[config.mk]
export PLATFORM = sky130hd
export DESIGN_NAME = baseline_deviation_item_counter_flat
export DESIGN_NICKNAME = d
export VERILOG_FILES = /design/src/rtl/core/bdic_pkg.sv /design/src/rtl/core/bdic_stream_if.sv /design/src/rtl/core/bdic_cfg_regs.sv /design/src/rtl/core/bdic_front.sv /design/src/rtl/core/bdic_queue.sv /design/src/rtl/core/bdic_back.sv /design/src/rtl/core/baseline_deviation_item_counter.sv /design/src/flat_wrapper.sv
export SDC_FILE = /design/constraint.sdc
export NUM_CORES = 2
export LEC_CHECK = 0
export BUFFER_PORTS_ARGS = -buffer_cell sky130_fd_sc_hd__buf_4
export CAP_MARGIN = 0
export CORE_ASPECT_RATIO = 1.25
export CORE_MARGIN = 2
export CORE_UTILIZATION = 66
export CTS_BUF_LIST = sky130_fd_sc_hd__clkbuf_8
export DETAILED_ROUTE_END_ITERATION = 8
export PLACE_DENSITY_LB_ADDON = 0.08
export SLEW_MARGIN = 10
export SYNTH_ARGS = -nofsm -noshare
export SYNTH_HDL_FRONTEND = slang
export SYNTH_SLANG_ARGS = --single-unit
export TNS_END_PERCENT = 100
[constraint.sdc]
create_clock -name clk_i -period 7.9 [get_ports clk_i]
set_input_delay 0.79 -clock clk_i [delete_from_list [all_inputs] [get_ports clk_i]]
set_output_delay 0.79 -clock clk_i [all_outputs]
set_load 0.1 [all_outputs]
[src/rtl/core/bdic_pkg.sv]
`default_nettype none

package bdic_pkg;

  // Fixed field widths
  localparam int unsigned SAMPLE_W   = 12;
  localparam int unsigned MARGIN_W   = 12;
  localparam int unsigned COUNT_W    = 8;
  localparam int unsigned NUM_CH     = 4;
  localparam int unsigned CH_W       = 2;
  localparam int unsigned KIND_W     = 2;
  localparam int unsigned STATUS_W   = 2;

  // Configuration port
  localparam int unsigned PADDR_W    = 4;
  localparam int unsigned PDATA_W    = 32;
  localparam int unsigned REG_IDX_W  = 2;

  localparam logic [REG_IDX_W-1:0] REG_HIGH_MARGIN  = 2'd0;
  localparam logic [REG_IDX_W-1:0] REG_LOW_MARGIN   = 2'd1;
  localparam logic [REG_IDX_W-1:0] REG_CAPTURE_MODE = 2'd2;

  localparam logic [MARGIN_W-1:0] HIGH_MARGIN_RST  = 12'd9;
  localparam logic [MARGIN_W-1:0] LOW_MARGIN_RST   = 12'd9;
  localparam logic                CAPTURE_MODE_RST = 1'b1;

  // Queue between classifier and dispense control
  localparam int unsigned QUEUE_DEPTH = 4;

  typedef enum logic [KIND_W-1:0] {
    KIND_SAMPLE = 2'd0,
    KIND_START  = 2'd1,
    KIND_QUERY  = 2'd2
  } kind_e;

  typedef enum logic [STATUS_W-1:0] {
    ST_WAITING    = 2'd0,
    ST_DISPENSING = 2'd1,
    ST_DONE       = 2'd2
  } status_e;

  typedef struct packed {
    logic [KIND_W-1:0]   kind;
    logic [SAMPLE_W-1:0] ch0_sample;
    logic [SAMPLE_W-1:0] ch1_sample;
    logic [SAMPLE_W-1:0] ch2_sample;
    logic [SAMPLE_W-1:0] ch3_sample;
    logic [COUNT_W-1:0]  target_count;
  } item_t;

  typedef struct packed {
    logic                mean_ready;
    logic                detected;
    logic [CH_W-1:0]     detect_channel;
    logic                detect_high;
    logic                ack;
    logic                motor_run;
    logic [STATUS_W-1:0] status;
    logic [COUNT_W-1:0]  items_counted;
  } result_t;

  typedef struct packed {
    logic [MARGIN_W-1:0] high_margin;
    logic [MARGIN_W-1:0] low_margin;
    logic                capture_mode;
  } cfg_t;

  // Classified transaction handed from the front to the back
  typedef struct packed {
    logic [KIND_W-1:0]  kind;
    logic [COUNT_W-1:0] target;
    logic               mean_ready;
    logic               detected;
    logic [CH_W-1:0]    detect_channel;
    logic               detect_high;
  } entry_t;

endpackage

`default_nettype wire

[src/rtl/core/bdic_stream_if.sv]
`default_nettype none

interface bdic_stream_if #(
  parameter type payload_t = logic
) ();
  logic     valid;
  logic     ready;
  payload_t payload;

  modport source (output valid, output payload, input ready);
  modport sink   (input valid, input payload, output ready);
endinterface

`default_nettype wire

[src/rtl/core/bdic_cfg_regs.sv]
`default_nettype none

module bdic_cfg_regs (
  input  wire logic                          clk_i,
  input  wire logic                          rst_ni,
  input  wire logic                          psel,
  input  wire logic                          penable,
  input  wire logic                          pwrite,
  input  wire logic [bdic_pkg::PADDR_W-1:0]  paddr,
  input  wire logic [bdic_pkg::PDATA_W-1:0]  pwdata,
  output logic      [bdic_pkg::PDATA_W-1:0]  prdata,
  output logic                               pready,
  output bdic_pkg::cfg_t                     cfg_o
);

  logic [bdic_pkg::REG_IDX_W-1:0] idx;
  logic                           wr_en;
  bdic_pkg::cfg_t                 cfg_q;

  assign idx    = paddr[bdic_pkg::PADDR_W-1:2];
  assign wr_en  = psel & penable & pwrite;
  assign pready = 1'b1;
  assign cfg_o  = cfg_q;

  always_ff @(posedge clk_i or negedge rst_ni) begin
    if (!rst_ni) begin
      cfg_q.high_margin  <= bdic_pkg::HIGH_MARGIN_RST;
      cfg_q.low_margin   <= bdic_pkg::LOW_MARGIN_RST;
      cfg_q.capture_mode <= bdic_pkg::CAPTURE_MODE_RST;
    end else if (wr_en) begin
      unique case (idx)
        bdic_pkg::REG_HIGH_MARGIN:  cfg_q.high_margin  <= pwdata[bdic_pkg::MARGIN_W-1:0];
        bdic_pkg::REG_LOW_MARGIN:   cfg_q.low_margin   <= pwdata[bdic_pkg::MARGIN_W-1:0];
        bdic_pkg::REG_CAPTURE_MODE: cfg_q.capture_mode <= pwdata[0];
        default: ;
      endcase
    end
  end

  always_comb begin
    prdata = '0;
    unique case (idx)
      bdic_pkg::REG_HIGH_MARGIN:  prdata[bdic_pkg::MARGIN_W-1:0] = cfg_q.high_margin;
      bdic_pkg::REG_LOW_MARGIN:   prdata[bdic_pkg::MARGIN_W-1:0] = cfg_q.low_margin;
      bdic_pkg::REG_CAPTURE_MODE: prdata[0] = cfg_q.capture_mode;
      default: ;
    endcase
  end

endmodule

`default_nettype wire

[src/rtl/core/bdic_front.sv]
`default_nettype none

module bdic_front #(
  parameter int unsigned FRAMES_PER_MEAN = 20,
  parameter int unsigned SAMPLE_BITS     = 12
) (
  input  wire logic            clk_i,
  input  wire logic            rst_ni,
  input  wire bdic_pkg::cfg_t  cfg_i,
  input  wire logic            in_valid_i,
  output logic                 in_ready_o,
  input  wire bdic_pkg::item_t in_item_i,
  output logic                 push_o,
  input  wire logic            full_i,
  output bdic_pkg::entry_t     entry_o
);

  localparam int unsigned EFF_W  = (SAMPLE_BITS < bdic_pkg::SAMPLE_W) ? SAMPLE_BITS
                                                                       : bdic_pkg::SAMPLE_W;
  localparam int unsigned LOG_N  = $clog2(FRAMES_PER_MEAN);
  localparam int unsigned SUM_W  = EFF_W + LOG_N;
  localparam int unsigned CNT_W  = (LOG_N > 0) ? LOG_N : 1;
  localparam int unsigned SHIFT  = SUM_W + LOG_N;
  localparam int unsigned RCP_W  = SUM_W + 1;
  localparam int unsigned PROD_W = SUM_W + RCP_W;
  localparam int unsigned CMP_W  = ((EFF_W > bdic_pkg::MARGIN_W) ? EFF_W
                                                                  : bdic_pkg::MARGIN_W) + 1;
  localparam logic [RCP_W-1:0] RECIP =
    RCP_W'(((64'd1 << SHIFT) + 64'(FRAMES_PER_MEAN) - 64'd1) / 64'(FRAMES_PER_MEAN));
  localparam logic [CNT_W-1:0] LAST_FRAME = CNT_W'(FRAMES_PER_MEAN - 1);
  localparam int unsigned NCH = bdic_pkg::NUM_CH;

  logic                advance;
  logic                accept;
  logic                is_sample;
  logic                last_frame;
  logic [EFF_W-1:0]    samp      [NCH];
  logic [SUM_W-1:0]    sum_next  [NCH];

  logic [SUM_W-1:0]    sums_q    [NCH];
  logic [CNT_W-1:0]    cnt_q;

  logic                s1_valid_q;
  logic                s1_mean_q;
  logic [bdic_pkg::KIND_W-1:0]  s1_kind_q;
  logic [bdic_pkg::COUNT_W-1:0] s1_target_q;
  logic [SUM_W-1:0]    s1_sum_q  [NCH];

  logic [PROD_W-1:0]   prod      [NCH];

  logic                s2_valid_q;
  logic                s2_mean_q;
  logic [bdic_pkg::KIND_W-1:0]  s2_kind_q;
  logic [bdic_pkg::COUNT_W-1:0] s2_target_q;
  logic [EFF_W-1:0]    s2_avg_q  [NCH];

  logic [EFF_W-1:0]    refs_q    [NCH];
  logic [NCH-1:0]      above;
  logic [NCH-1:0]      below;

  // Hold the whole pipe while the last stage cannot hand over
  assign advance    = !s2_valid_q || !full_i;
  assign in_ready_o = advance;
  assign accept     = in_valid_i && advance;
  assign is_sample  = in_item_i.kind == bdic_pkg::KIND_SAMPLE;
  assign last_frame = cnt_q == LAST_FRAME;

  assign samp[0] = in_item_i.ch0_sample[EFF_W-1:0];
  assign samp[1] = in_item_i.ch1_sample[EFF_W-1:0];
  assign samp[2] = in_item_i.ch2_sample[EFF_W-1:0];
  assign samp[3] = in_item_i.ch3_sample[EFF_W-1:0];

  always_comb begin
    for (int c = 0; c < NCH; c++) begin
      sum_next[c] = sums_q[c] + SUM_W'(samp[c]);
    end
  end

  // Accumulate
  always_ff @(posedge clk_i or negedge rst_ni) begin
    if (!rst_ni) begin
      cnt_q <= '0;
      for (int c = 0; c < NCH; c++) begin
        sums_q[c] <= '0;
      end
    end else if (accept && is_sample) begin
      if (last_frame) begin
        cnt_q <= '0;
        for (int c = 0; c < NCH; c++) begin
          sums_q[c] <= '0;
        end
      end else begin
        cnt_q <= cnt_q + CNT_W'(1);
        for (int c = 0; c < NCH; c++) begin
          sums_q[c] <= sum_next[c];
        end
      end
    end
  end

  always_ff @(posedge clk_i or negedge rst_ni) begin
    if (!rst_ni) begin
      s1_valid_q <= 1'b0;
      s2_valid_q <= 1'b0;
    end else if (advance) begin
      s1_valid_q <= accept;
      s2_valid_q <= s1_valid_q;
    end
  end

  always_ff @(posedge clk_i) begin
    if (advance) begin
      s1_mean_q   <= is_sample && last_frame;
      s1_kind_q   <= in_item_i.kind;
      s1_target_q <= in_item_i.target_count;
      for (int c = 0; c < NCH; c++) begin
        s1_sum_q[c] <= sum_next[c];
      end
    end
  end

  // Divide by the frame count: reciprocal multiply, exact over the sum range
  always_comb begin
    for (int c = 0; c < NCH; c++) begin
      prod[c] = PROD_W'(s1_sum_q[c]) * PROD_W'(RECIP);
    end
  end

  always_ff @(posedge clk_i) begin
    if (advance) begin
      s2_mean_q   <= s1_mean_q;
      s2_kind_q   <= s1_kind_q;
      s2_target_q <= s1_target_q;
      for (int c = 0; c < NCH; c++) begin
        s2_avg_q[c] <= prod[c][SHIFT +: EFF_W];
      end
    end
  end

  // Window compares; channel 3 uses the high margin on its low side too
  always_comb begin
    for (int c = 0; c < NCH; c++) begin
      above[c] = CMP_W'(s2_avg_q[c]) > (CMP_W'(refs_q[c]) + CMP_W'(cfg_i.high_margin));
      below[c] = (CMP_W'(s2_avg_q[c]) +
                  CMP_W'((c == NCH - 1) ? cfg_i.high_margin : cfg_i.low_margin))
                 < CMP_W'(refs_q[c]);
    end
  end

  always_comb begin
    entry_o                = '0;
    entry_o.kind           = s2_kind_q;
    entry_o.target         = s2_target_q;
    entry_o.mean_ready     = s2_mean_q;
    if (s2_mean_q && !cfg_i.capture_mode) begin
      for (int c = NCH - 1; c >= 0; c--) begin
        if (above[c] || below[c]) begin
          entry_o.detected       = 1'b1;
          entry_o.detect_channel = bdic_pkg::CH_W'(c);
          entry_o.detect_high    = above[c];
        end
      end
    end
  end

  assign push_o = s2_valid_q && !full_i;

  always_ff @(posedge clk_i or negedge rst_ni) begin
    if (!rst_ni) begin
      for (int c = 0; c < NCH; c++) begin
        refs_q[c] <= '0;
      end
    end else if (push_o && s2_mean_q && cfg_i.capture_mode) begin
      for (int c = 0; c < NCH; c++) begin
        refs_q[c] <= s2_avg_q[c];
      end
    end
  end

endmodule

`default_nettype wire

[src/rtl/core/bdic_queue.sv]
`default_nettype none

module bdic_queue (
  input  wire logic             clk_i,
  input  wire logic             rst_ni,
  input  wire logic             push_i,
  input  wire bdic_pkg::entry_t data_i,
  output logic                  full_o,
  input  wire logic             pop_i,
  output logic                  empty_o,
  output bdic_pkg::entry_t      data_o
);

  localparam int unsigned DEPTH = bdic_pkg::QUEUE_DEPTH;
  localparam int unsigned PTR_W = $clog2(DEPTH);
  localparam int unsigned LVL_W = $clog2(DEPTH + 1);

  bdic_pkg::entry_t   slot_q [DEPTH];
  logic [PTR_W-1:0]   wr_ptr_q;
  logic [PTR_W-1:0]   rd_ptr_q;
  logic [LVL_W-1:0]   level_q;

  assign full_o  = level_q == LVL_W'(DEPTH);
  assign empty_o = level_q == '0;
  assign data_o  = slot_q[rd_ptr_q];

  always_ff @(posedge clk_i or negedge rst_ni) begin
    if (!rst_ni) begin
      wr_ptr_q <= '0;
      rd_ptr_q <= '0;
      level_q  <= '0;
    end else begin
      if (push_i) begin
        wr_ptr_q <= (wr_ptr_q == PTR_W'(DEPTH - 1)) ? '0 : wr_ptr_q + PTR_W'(1);
      end
      if (pop_i) begin
        rd_ptr_q <= (rd_ptr_q == PTR_W'(DEPTH - 1)) ? '0 : rd_ptr_q + PTR_W'(1);
      end
      if (push_i && !pop_i) begin
        level_q <= level_q + LVL_W'(1);
      end else if (pop_i && !push_i) begin
        level_q <= level_q - LVL_W'(1);
      end
    end
  end

  always_ff @(posedge clk_i) begin
    if (push_i) begin
      slot_q[wr_ptr_q] <= data_i;
    end
  end

endmodule

`default_nettype wire

[src/rtl/core/bdic_back.sv]
`default_nettype none

module bdic_back (
  input  wire logic             clk_i,
  input  wire logic             rst_ni,
  input  wire logic             empty_i,
  input  wire bdic_pkg::entry_t entry_i,
  output logic                  pop_o,
  output logic                  out_valid_o,
  input  wire logic             out_ready_i,
  output bdic_pkg::result_t     out_o
);

  bdic_pkg::status_e             status_q, status_d;
  logic [bdic_pkg::COUNT_W-1:0]  count_q, count_d, count_inc;
  logic [bdic_pkg::COUNT_W-1:0]  target_q, target_d;
  logic                          motor_q, motor_d;
  logic                          ack;
  logic                          counting;
  logic                          out_valid_q;
  bdic_pkg::result_t             out_q;

  assign pop_o     = !empty_i && (!out_valid_q || out_ready_i);
  assign count_inc = count_q + bdic_pkg::COUNT_W'(1);
  assign counting  = entry_i.detected && (status_q == bdic_pkg::ST_DISPENSING);

  // Next state
  always_comb begin
    status_d = status_q;
    unique case (entry_i.kind)
      bdic_pkg::KIND_SAMPLE: begin
        if (counting && (count_inc == target_q)) begin
          status_d = bdic_pkg::ST_DONE;
        end
      end
      bdic_pkg::KIND_START: begin
        if (status_q != bdic_pkg::ST_DISPENSING) begin
          status_d = bdic_pkg::ST_DISPENSING;
        end
      end
      default: ;
    endcase
  end

  // Datapath and handshake outputs
  always_comb begin
    count_d  = count_q;
    target_d = target_q;
    motor_d  = motor_q;
    ack      = 1'b0;
    unique case (entry_i.kind)
      bdic_pkg::KIND_SAMPLE: begin
        if (counting) begin
          count_d = count_inc;
          motor_d = count_inc != target_q;
        end
      end
      bdic_pkg::KIND_START: begin
        if (status_q != bdic_pkg::ST_DISPENSING) begin
          count_d  = '0;
          target_d = entry_i.target;
          motor_d  = 1'b1;
          ack      = 1'b1;
        end
      end
      default: ;
    endcase
  end

  always_ff @(posedge clk_i or negedge rst_ni) begin
    if (!rst_ni) begin
      status_q    <= bdic_pkg::ST_WAITING;
      count_q     <= '0;
      target_q    <= '0;
      motor_q     <= 1'b0;
      out_valid_q <= 1'b0;
    end else begin
      if (pop_o) begin
        status_q <= status_d;
        count_q  <= count_d;
        target_q <= target_d;
        motor_q  <= motor_d;
      end
      out_valid_q <= pop_o || (out_valid_q && !out_ready_i);
    end
  end

  always_ff @(posedge clk_i) begin
    if (pop_o) begin
      out_q.mean_ready     <= entry_i.mean_ready;
      out_q.detected       <= entry_i.detected;
      out_q.detect_channel <= entry_i.detect_channel;
      out_q.detect_high    <= entry_i.detect_high;
      out_q.ack            <= ack;
      out_q.motor_run      <= motor_d;
      out_q.status         <= status_d;
      out_q.items_counted  <= count_d;
    end
  end

  assign out_valid_o = out_valid_q;
  assign out_o       = out_q;

endmodule

`default_nettype wire

[src/rtl/core/baseline_deviation_item_counter.sv]
// Path: a transaction accepted by the front passes two classifier stages, one queue slot
//   and the output register before its result shows.
// Throughput: one transaction per cycle through the accumulate and the four-entry queue;
//   the front stalls only when that queue is full.
// Reset (rst_ni, asynchronous, active low) clears sums, references, queue and dispense
//   state at once and loads the margins with 9 and capture mode with 1.
`default_nettype none

module baseline_deviation_item_counter #(
  parameter int unsigned FRAMES_PER_MEAN = 20,
  parameter int unsigned SAMPLE_BITS     = 12
) (
  input  wire logic                         clk_i,
  input  wire logic                         rst_ni,
  bdic_stream_if.sink                       item_i,
  bdic_stream_if.source                     result_o,
  input  wire logic                         psel,
  input  wire logic                         penable,
  input  wire logic                         pwrite,
  input  wire logic [bdic_pkg::PADDR_W-1:0] paddr,
  input  wire logic [bdic_pkg::PDATA_W-1:0] pwdata,
  output logic      [bdic_pkg::PDATA_W-1:0] prdata,
  output logic                              pready
);

  bdic_pkg::cfg_t    cfg;
  bdic_pkg::item_t   item;
  bdic_pkg::entry_t  push_entry;
  bdic_pkg::entry_t  pop_entry;
  bdic_pkg::result_t result;
  logic              push;
  logic              pop;
  logic              q_full;
  logic              q_empty;
  logic              item_ready;
  logic              res_valid;

  // Register file: user writes margins, capture mode only while idle; not enforced
  bdic_cfg_regs u_cfg (
    .clk_i   (clk_i),
    .rst_ni  (rst_ni),
    .psel    (psel),
    .penable (penable),
    .pwrite  (pwrite),
    .paddr   (paddr),
    .pwdata  (pwdata),
    .prdata  (prdata),
    .pready  (pready),
    .cfg_o   (cfg)
  );

  assign item          = item_i.payload;
  assign item_i.ready  = item_ready;

  // Front: accumulate the four channels, form the means every frame block,
  // compare against the references or capture new ones, and classify each transaction
  bdic_front #(
    .FRAMES_PER_MEAN (FRAMES_PER_MEAN),
    .SAMPLE_BITS     (SAMPLE_BITS)
  ) u_front (
    .clk_i      (clk_i),
    .rst_ni     (rst_ni),
    .cfg_i      (cfg),
    .in_valid_i (item_i.valid),
    .in_ready_o (item_ready),
    .in_item_i  (item),
    .push_o     (push),
    .full_i     (q_full),
    .entry_o    (push_entry)
  );

  // Queue: decouples classification from the dispense control so that a
  // stalled result does not stop sample intake straight away
  bdic_queue u_queue (
    .clk_i   (clk_i),
    .rst_ni  (rst_ni),
    .push_i  (push),
    .data_i  (push_entry),
    .full_o  (q_full),
    .pop_i   (pop),
    .empty_o (q_empty),
    .data_o  (pop_entry)
  );

  // Back: dispense state, item count, motor drive and the output register
  bdic_back u_back (
    .clk_i       (clk_i),
    .rst_ni      (rst_ni),
    .empty_i     (q_empty),
    .entry_i     (pop_entry),
    .pop_o       (pop),
    .out_valid_o (res_valid),
    .out_ready_i (result_o.ready),
    .out_o       (result)
  );

  assign result_o.valid   = res_valid;
  assign result_o.payload = result;

endmodule

`default_nettype wire

[src/flat_wrapper.sv]
// flat-port wrapper written by rule: the top's interface ports become plain ports
module baseline_deviation_item_counter_flat import bdic_pkg::*;
#(
  parameter int unsigned FRAMES_PER_MEAN = 20,
  parameter int unsigned SAMPLE_BITS     = 12
)
  (clk_i, rst_ni, psel, penable, pwrite, paddr, pwdata, prdata, pready, item_i_valid, item_i_payload, item_i_ready, result_o_valid, result_o_payload, result_o_ready);
  bdic_stream_if #(.payload_t(item_t)) item_i_i ();
  bdic_stream_if #(.payload_t(result_t)) result_o_i ();
  input  wire logic clk_i;
  input  wire logic rst_ni;
  input  wire logic psel;
  input  wire logic penable;
  input  wire logic pwrite;
  input  wire logic [bdic_pkg::PADDR_W-1:0] paddr;
  input  wire logic [bdic_pkg::PDATA_W-1:0] pwdata;
  output logic      [bdic_pkg::PDATA_W-1:0] prdata;
  output logic pready;
  input wire logic [$bits(item_i_i.valid)-1:0] item_i_valid;
  input wire logic [$bits(item_i_i.payload)-1:0] item_i_payload;
  output wire logic [$bits(item_i_i.ready)-1:0] item_i_ready;
  output wire logic [$bits(result_o_i.valid)-1:0] result_o_valid;
  output wire logic [$bits(result_o_i.payload)-1:0] result_o_payload;
  input wire logic [$bits(result_o_i.ready)-1:0] result_o_ready;
  assign item_i_i.valid = item_i_valid;
  assign item_i_i.payload = item_i_payload;
  assign item_i_ready = item_i_i.ready;
  assign result_o_valid = result_o_i.valid;
  assign result_o_payload = result_o_i.payload;
  assign result_o_i.ready = result_o_ready;
  baseline_deviation_item_counter #(.FRAMES_PER_MEAN(FRAMES_PER_MEAN), .SAMPLE_BITS(SAMPLE_BITS)) u_core (.clk_i(clk_i), .rst_ni(rst_ni), .item_i(item_i_i), .result_o(result_o_i), .psel(psel), .penable(penable), .pwrite(pwrite), .paddr(paddr), .pwdata(pwdata), .prdata(prdata), .pready(pready));
endmodule
### Word-level counts from Yosys, hierarchy flattened

Memories as Yosys holds them, arrays and structs flattened.
Index checks and enable logic that the tools add are counted.
Widths: inputs -> output; s select.

* register bits after elaboration: 214
* bits in writable memories: 176
* input bits: 101
* output and inout bits: 52
* logic and storage cells: 146
* memories: 3

* add/subtract/negate cells: 18
* multipliers: 4
* $lt $le $gt $ge: 8
* eq/ne operators: 11
* muxes and demuxes: 27
* bitwise gates (word level): 2
* reductions and logical operators: 37

Memories
* u_core.u_front.s1_sum_q: depth 4, bits a word 17, rd ports 4, clocked after memory_dff 0, wr ports 4, RTL line bdic_front.sv:47 `logic [SUM_W-1:0] s1_sum_q [NCH];`
* u_core.u_queue.slot_q: depth 4, bits a word 15, rd ports 1, clocked after memory_dff 0, wr ports 1, RTL line bdic_queue.sv:18 `bdic_pkg::entry_t slot_q [DEPTH];`
* u_core.u_front.s2_avg_q: depth 4, bits a word 12, rd ports 4, clocked after memory_dff 0, wr ports 4, RTL line bdic_front.sv:55 `logic [EFF_W-1:0] s2_avg_q [NCH];`

Operators by type and width (number)
* $mul 17x16->32 const B: 4
* $add 12x12->13: 8
* $add 17x12->17: 4
* $mux 68: 1
* $gt 12x13->1: 4
* $lt 13x12->1: 4
* $pmux 11 s2: 1
* $mux 4: 5
* $mux 8: 2
* $pmux 8 s2: 1
* $logic_and 1x1->1: 13
* $add 8x1->8 const B: 1
* $eq 8x8->1: 1
* $logic_not 1->1: 8
* $mux 2: 4
* $ne 8x8->1: 1
* $logic_or 1x1->1: 7
* $mux 1: 7
* $eq 2x1->1 const B: 3
* $eq 2x2->1 const B: 3
* $logic_not 2->1: 3
* $mux 3: 2
* $reduce_and 2->1: 3
* $add 5x1->5 const B: 1
* other kinds (14): 16

### Depth between registers and ports, before layout

An unclocked memory read counts as a cell.

* depth after elaboration: 9
* depth in mapped cells: 22
* gate-level depth less buffers: 22

### Hierarchy

From an unflattened synthesis, not the netlist that was laid out.

* cell total of the unflattened synthesis: 3770
* area, all modules: 40802.9 µm²

By module, submodules not included
* bdic_front: times used 1, cells an instance 3398, area an instance 35027.3 µm², sequential area each 7221.9 µm²
* bdic_queue: times used 1, cells an instance 115, area an instance 2618.8 µm², sequential area each 1976.9 µm²
* bdic_back: times used 1, cells an instance 150, area an instance 1803.0 µm², sequential area each 1011.0 µm²
* bdic_cfg_regs: times used 1, cells an instance 107, area an instance 1353.8 µm², sequential area each 631.9 µm²

### Least setup slack after synthesis

OpenSTA, ideal clock, no wires.

* kind: register to register
* from: register u_core.u_queue.level_q[0]
* to: register u_core.u_front.sums_q[10] in the netlist's numbering
* setup time: 121 ps
* data arrival time: 6892 ps
* data required time: 7779 ps
* path slack: 888 ps
* stages on the path, launching flop included: 8
* path buffers: 2
* period minus slack after synthesis: 7012 ps
* cells stage by stage: dfrtp_1 nor2_1 nand3_1 nand3_1 nor2_1 clkbuf_1 buf_1 a22o_1

* word-level cells in the longest chain between the ends: 5

RTL lines
* start, declared: RTL line bdic_queue.sv:21 `logic [LVL_W-1:0] level_q;`
* start signal, assigned: RTL line bdic_queue.sv:40 `level_q <= level_q + LVL_W'(1);`
* start signal, assigned: RTL line bdic_queue.sv:42 `level_q <= level_q - LVL_W'(1);`
* $eq 3x3->1: RTL line bdic_queue.sv:23 `assign full_o = level_q == LVL_W'(DEPTH);`
* $logic_not 1->1: RTL line bdic_front.sv:62 `assign advance = !s2_valid_q || !full_i;`
* $logic_or 1x1->1: RTL line bdic_front.sv:62
* net item_i_ready: RTL line flat_wrapper.sv:21 `output wire logic [$bits(item_i_i.ready)-1:0] item_i_ready;`
* $logic_and 1x1->1: RTL line bdic_front.sv:64 `assign accept = in_valid_i && advance;`
* $logic_and 1x1->1: RTL line bdic_front.sv:86 `end else if (accept && is_sample) begin`
* end signal, assigned by index: RTL line bdic_front.sv:95 `sums_q[c] <= sum_next[c];`
* end, declared: RTL line bdic_front.sv:40 `logic [SUM_W-1:0] sums_q [NCH];`

The timed path passes the listed nets, and every way through them passes these cells.
A chain may end at the register's enable or synchronous reset.

==> metrics.md <==
| Metric | Value |
|---|---|
| Status | `completed` |
| Final worst-path cycle share | `0.817` |
| Routability cong. | `~0.93` |
| DRC errors left | `0` |
| CP Buf/Inv Count | `4` |
| Post-synth top area share | `0.235` |
| Largest net degree at the start of global routing | `71` |
| Placeable Area | `slightly above 60000 um2` |
| Max stage delay cell, worst path | `a2111oi_0` |
| Final setup violation count | `0` |
| Min cycle time layout | `between 6 and 7 ns` |
| Aggregate global routing overflow | `0` |
| Share of cells above drive strength 1 | `0.0813` |
| Worst Skew | `0.0590 ns` |
| Post-Syn Area | `40600 um2` |
| DRT iter0 DRCs | `around 1300` |
| Synthesized flop and latch total | `390` |
| CP peak stage delay | `about 0.65 ns` |
| Critical Path RT | `roughly 8.3 ns` |
| CTS clk-pin slew, worst paths | `~0.06 ns` |
| GR Util All Layers | `0.287` |
| DR vias | `~27000` |
| Critical path arrival | `approximately 6.9 ns` |
| Final Instance Count excl. Fillers | `a little under 5000` |
| Most frequent cells in the layout | `inv_1 (767), ha_1 (764), fa_1 (361), edfxtp_1 (215), dfrtp_1 (170)` |
| CP dominant cell by count | `fa_1` |
| Delay-heaviest family, CP | `adder cells` |
| CTS max path bufs | `3` |
| Area growth syn-to-layout | `7.78%` |
| Sink Count | `390` |
| Synth top area cells | `ha_1 (24%), fa_1 (18%), edfxtp_1 (16%)` |
| FFs w/ async S/R, synth | `0.449` |
| Unrepaired setup endpoints after global routing | `false` |
| Fin. max-slew vios | `0` |
| First drt pass iteration count | `5` |
| Post CTS Setup Buffer Count | `0` |
| HP Class | `in2async` |
| Kind of critical path | `reg2reg` |
| Rows | `slightly above 100` |
| Post-CTS Hold Buffers | `0` |
| Vias in the first global route | `28498` |
| Post-Route Setup TNS | `0 ns` |
| Final Hold Fails | `0` |
| Area leader, netlist | `ha_1` |
| Cell Chain, Critical Path | `ha_1 > fa_1 > inv_1 > fa_1 > fa_1 > inv_1 > fa_1 > inv_1 > fa_1 > inv_1 > ha_1 > a21oi_1 > o21ai_0 > nor4_1 > o2111ai_1 > a2111oi_0 > o31ai_1 > o41ai_1 > xnor2_1` |
| Routed wire length | `about 87000 um` |
| Remaining antenna violation count | `0` |
| Syn_area_per_cell | `10.6 um2` |
| Input/output buffers | `roughly 110` |
| CTS tree | `yes` |
| Die ar. | `around 64000 um2` |
| H-tree Lvls | `3` |
| WL/cell | `around 18 um` |
| Maxcap violations | `0` |
| Synth unique cells | `67` |
| Post-synth EDFFs | `roughly 220` |
| Seq/Total Area, Yosys | `0.267` |
| Clk Tree Root Cell | `clkbuf_8` |
| Clock Latency Late Sink | `roughly 0.7 ns` |
| Prevailing post-synth register cell | `edfxtp_1` |
| CP Max Fanout | `6` |
| Max Fclk | `around 0.15 GHz` |
| Crit end category | `register` |
| Initial Util | `0.668` |
| Initial antenna violation count | `2` |
| Layout filler cell count | `around 4600` |
| I/O pin total | `approximately 150` |
| Final Net Count | `about 5200` |
| Synth warn | `0` |
| Die Y | `281 um` |
| CTS Buf Count | `70` |
| First-pass GRT wire length | `143000 um` |
| HPWL after DPL | `70200 um` |
| Die W | `~230 um` |
| Placed Cells | `~4700` |
| DR vias/cell | `5.64` |
| Worst-margin pin slew | `1.05 ns` |
| Startpoint Class | `register` |
| Commonest non-fill, non-tap cell in the layout | `inv_1` |
| Cells after Synth | `approximately 3800` |
| # resized after CTS | `0` |
| Slew HR | `0.295` |
[area by class of cell]
class	instances	area, um2	share of cell area
repair buffers	120	907	0.0207
inverters	744	2790	0.0638
flip-flops and latches	390	10800	0.248
well taps	824	1030	0.0236
clock inverters	48	300	0.00686
multi-input cells	2653	26800	0.612
diodes	2	5.00	0.000114
clock buffers	80	1100	0.0252
[registers in the layout, indices dropped and copies added, names as in the netlist, 17 cells and up]
signal                   count
u_core.u_front.s2_avg_q     48
u_core.u_front.sums_q       68
u_core.u_front.s1_sum_q     68
u_core.u_queue.slot_q       60
u_core.u_front.refs_q       48
u_core.u_cfg.cfg_o          25
u_core.u_back.out_o         17
[routing by layer]
layer / GRT usage / vias to the layer above / part of all wire
li1: - / 13297 / -
met1: 0.382 / 13357 / 0.44
met2: 0.489 / 611 / 0.48
met3: 0.0368 / 135 / 0.045
met4: 0.0900 / 0 / 0.026
met5: 0 / - / 0
[synth_stat cells (all sizes together) (47+ instances only)]
library cell  instances
nand2               157
xor2                 73
edfxtp              215
mux2                 75
fa                  361
xnor2               133
dfrtp               170
nand3                73
nor2                153
o21ai               143
inv                 744
a21o                 71
nor3                 47
ha                  764
a21oi               146
[stage by stage]
step | instance area, um2 | worst slack (ns) | hold slack [ns] | utilization
global route | 43800 | 1.04 | 0.131 | 0.720
global placement | 42400 | 1.56 | 0.401 | 0.697
detailed placement | 42400 | 1.51 | 0.405 | 0.697
CTS | 43800 | 1.48 | 0.0845 | 0.720
floorplan | 40700 | 0.888 | 0.400 | -
finish | 43800 | 1.44 | 0.114 | 0.720
[final timing paths]
| path | start | to | slack, ns | depth (start not counted) |
|---|---|---|---|---|
| min reg2reg | u_core.u_front.s1_target_q[7] | u_core.u_front.s2_target_q[7] | 0.42 | 0 |
| min in group clk_i | item_i_payload[4] | u_core.u_front.s1_target_q[4] | 0.30 | 1 |
| max reg2reg | u_core.u_front.s1_sum_q[3][5] | u_core.u_front.s2_avg_q[3][11] | 1.44 | 19 |
| max | u_core.u_front.s1_sum_q[3][5] | u_core.u_front.s2_avg_q[3][11] | 1.44 | 19 |
| min | rst_ni | u_core.u_front.refs_q[42] | 0.11 | 1 |
| max in group asynchronous | rst_ni | u_core.u_front.sums_q[47] | 6.52 | 2 |
[cells by family after synthesis]
| group | synth area share |
|---|---|
| muxes | 0.0328 |
| xor gates and xnor gates | 0.0444 |
| adders and majority gates | 0.413 |
| and+or+nand+nor | 0.0717 |
| DFF | 0.267 |
| buffers and inverters | 0.0760 |
| AOI/OAI and AO/OA | 0.0944 |
| other | 0.000185 |
Power is not shown: default switching activity piles up to over one toggle a cycle in this logic, so the estimate is an artifact.
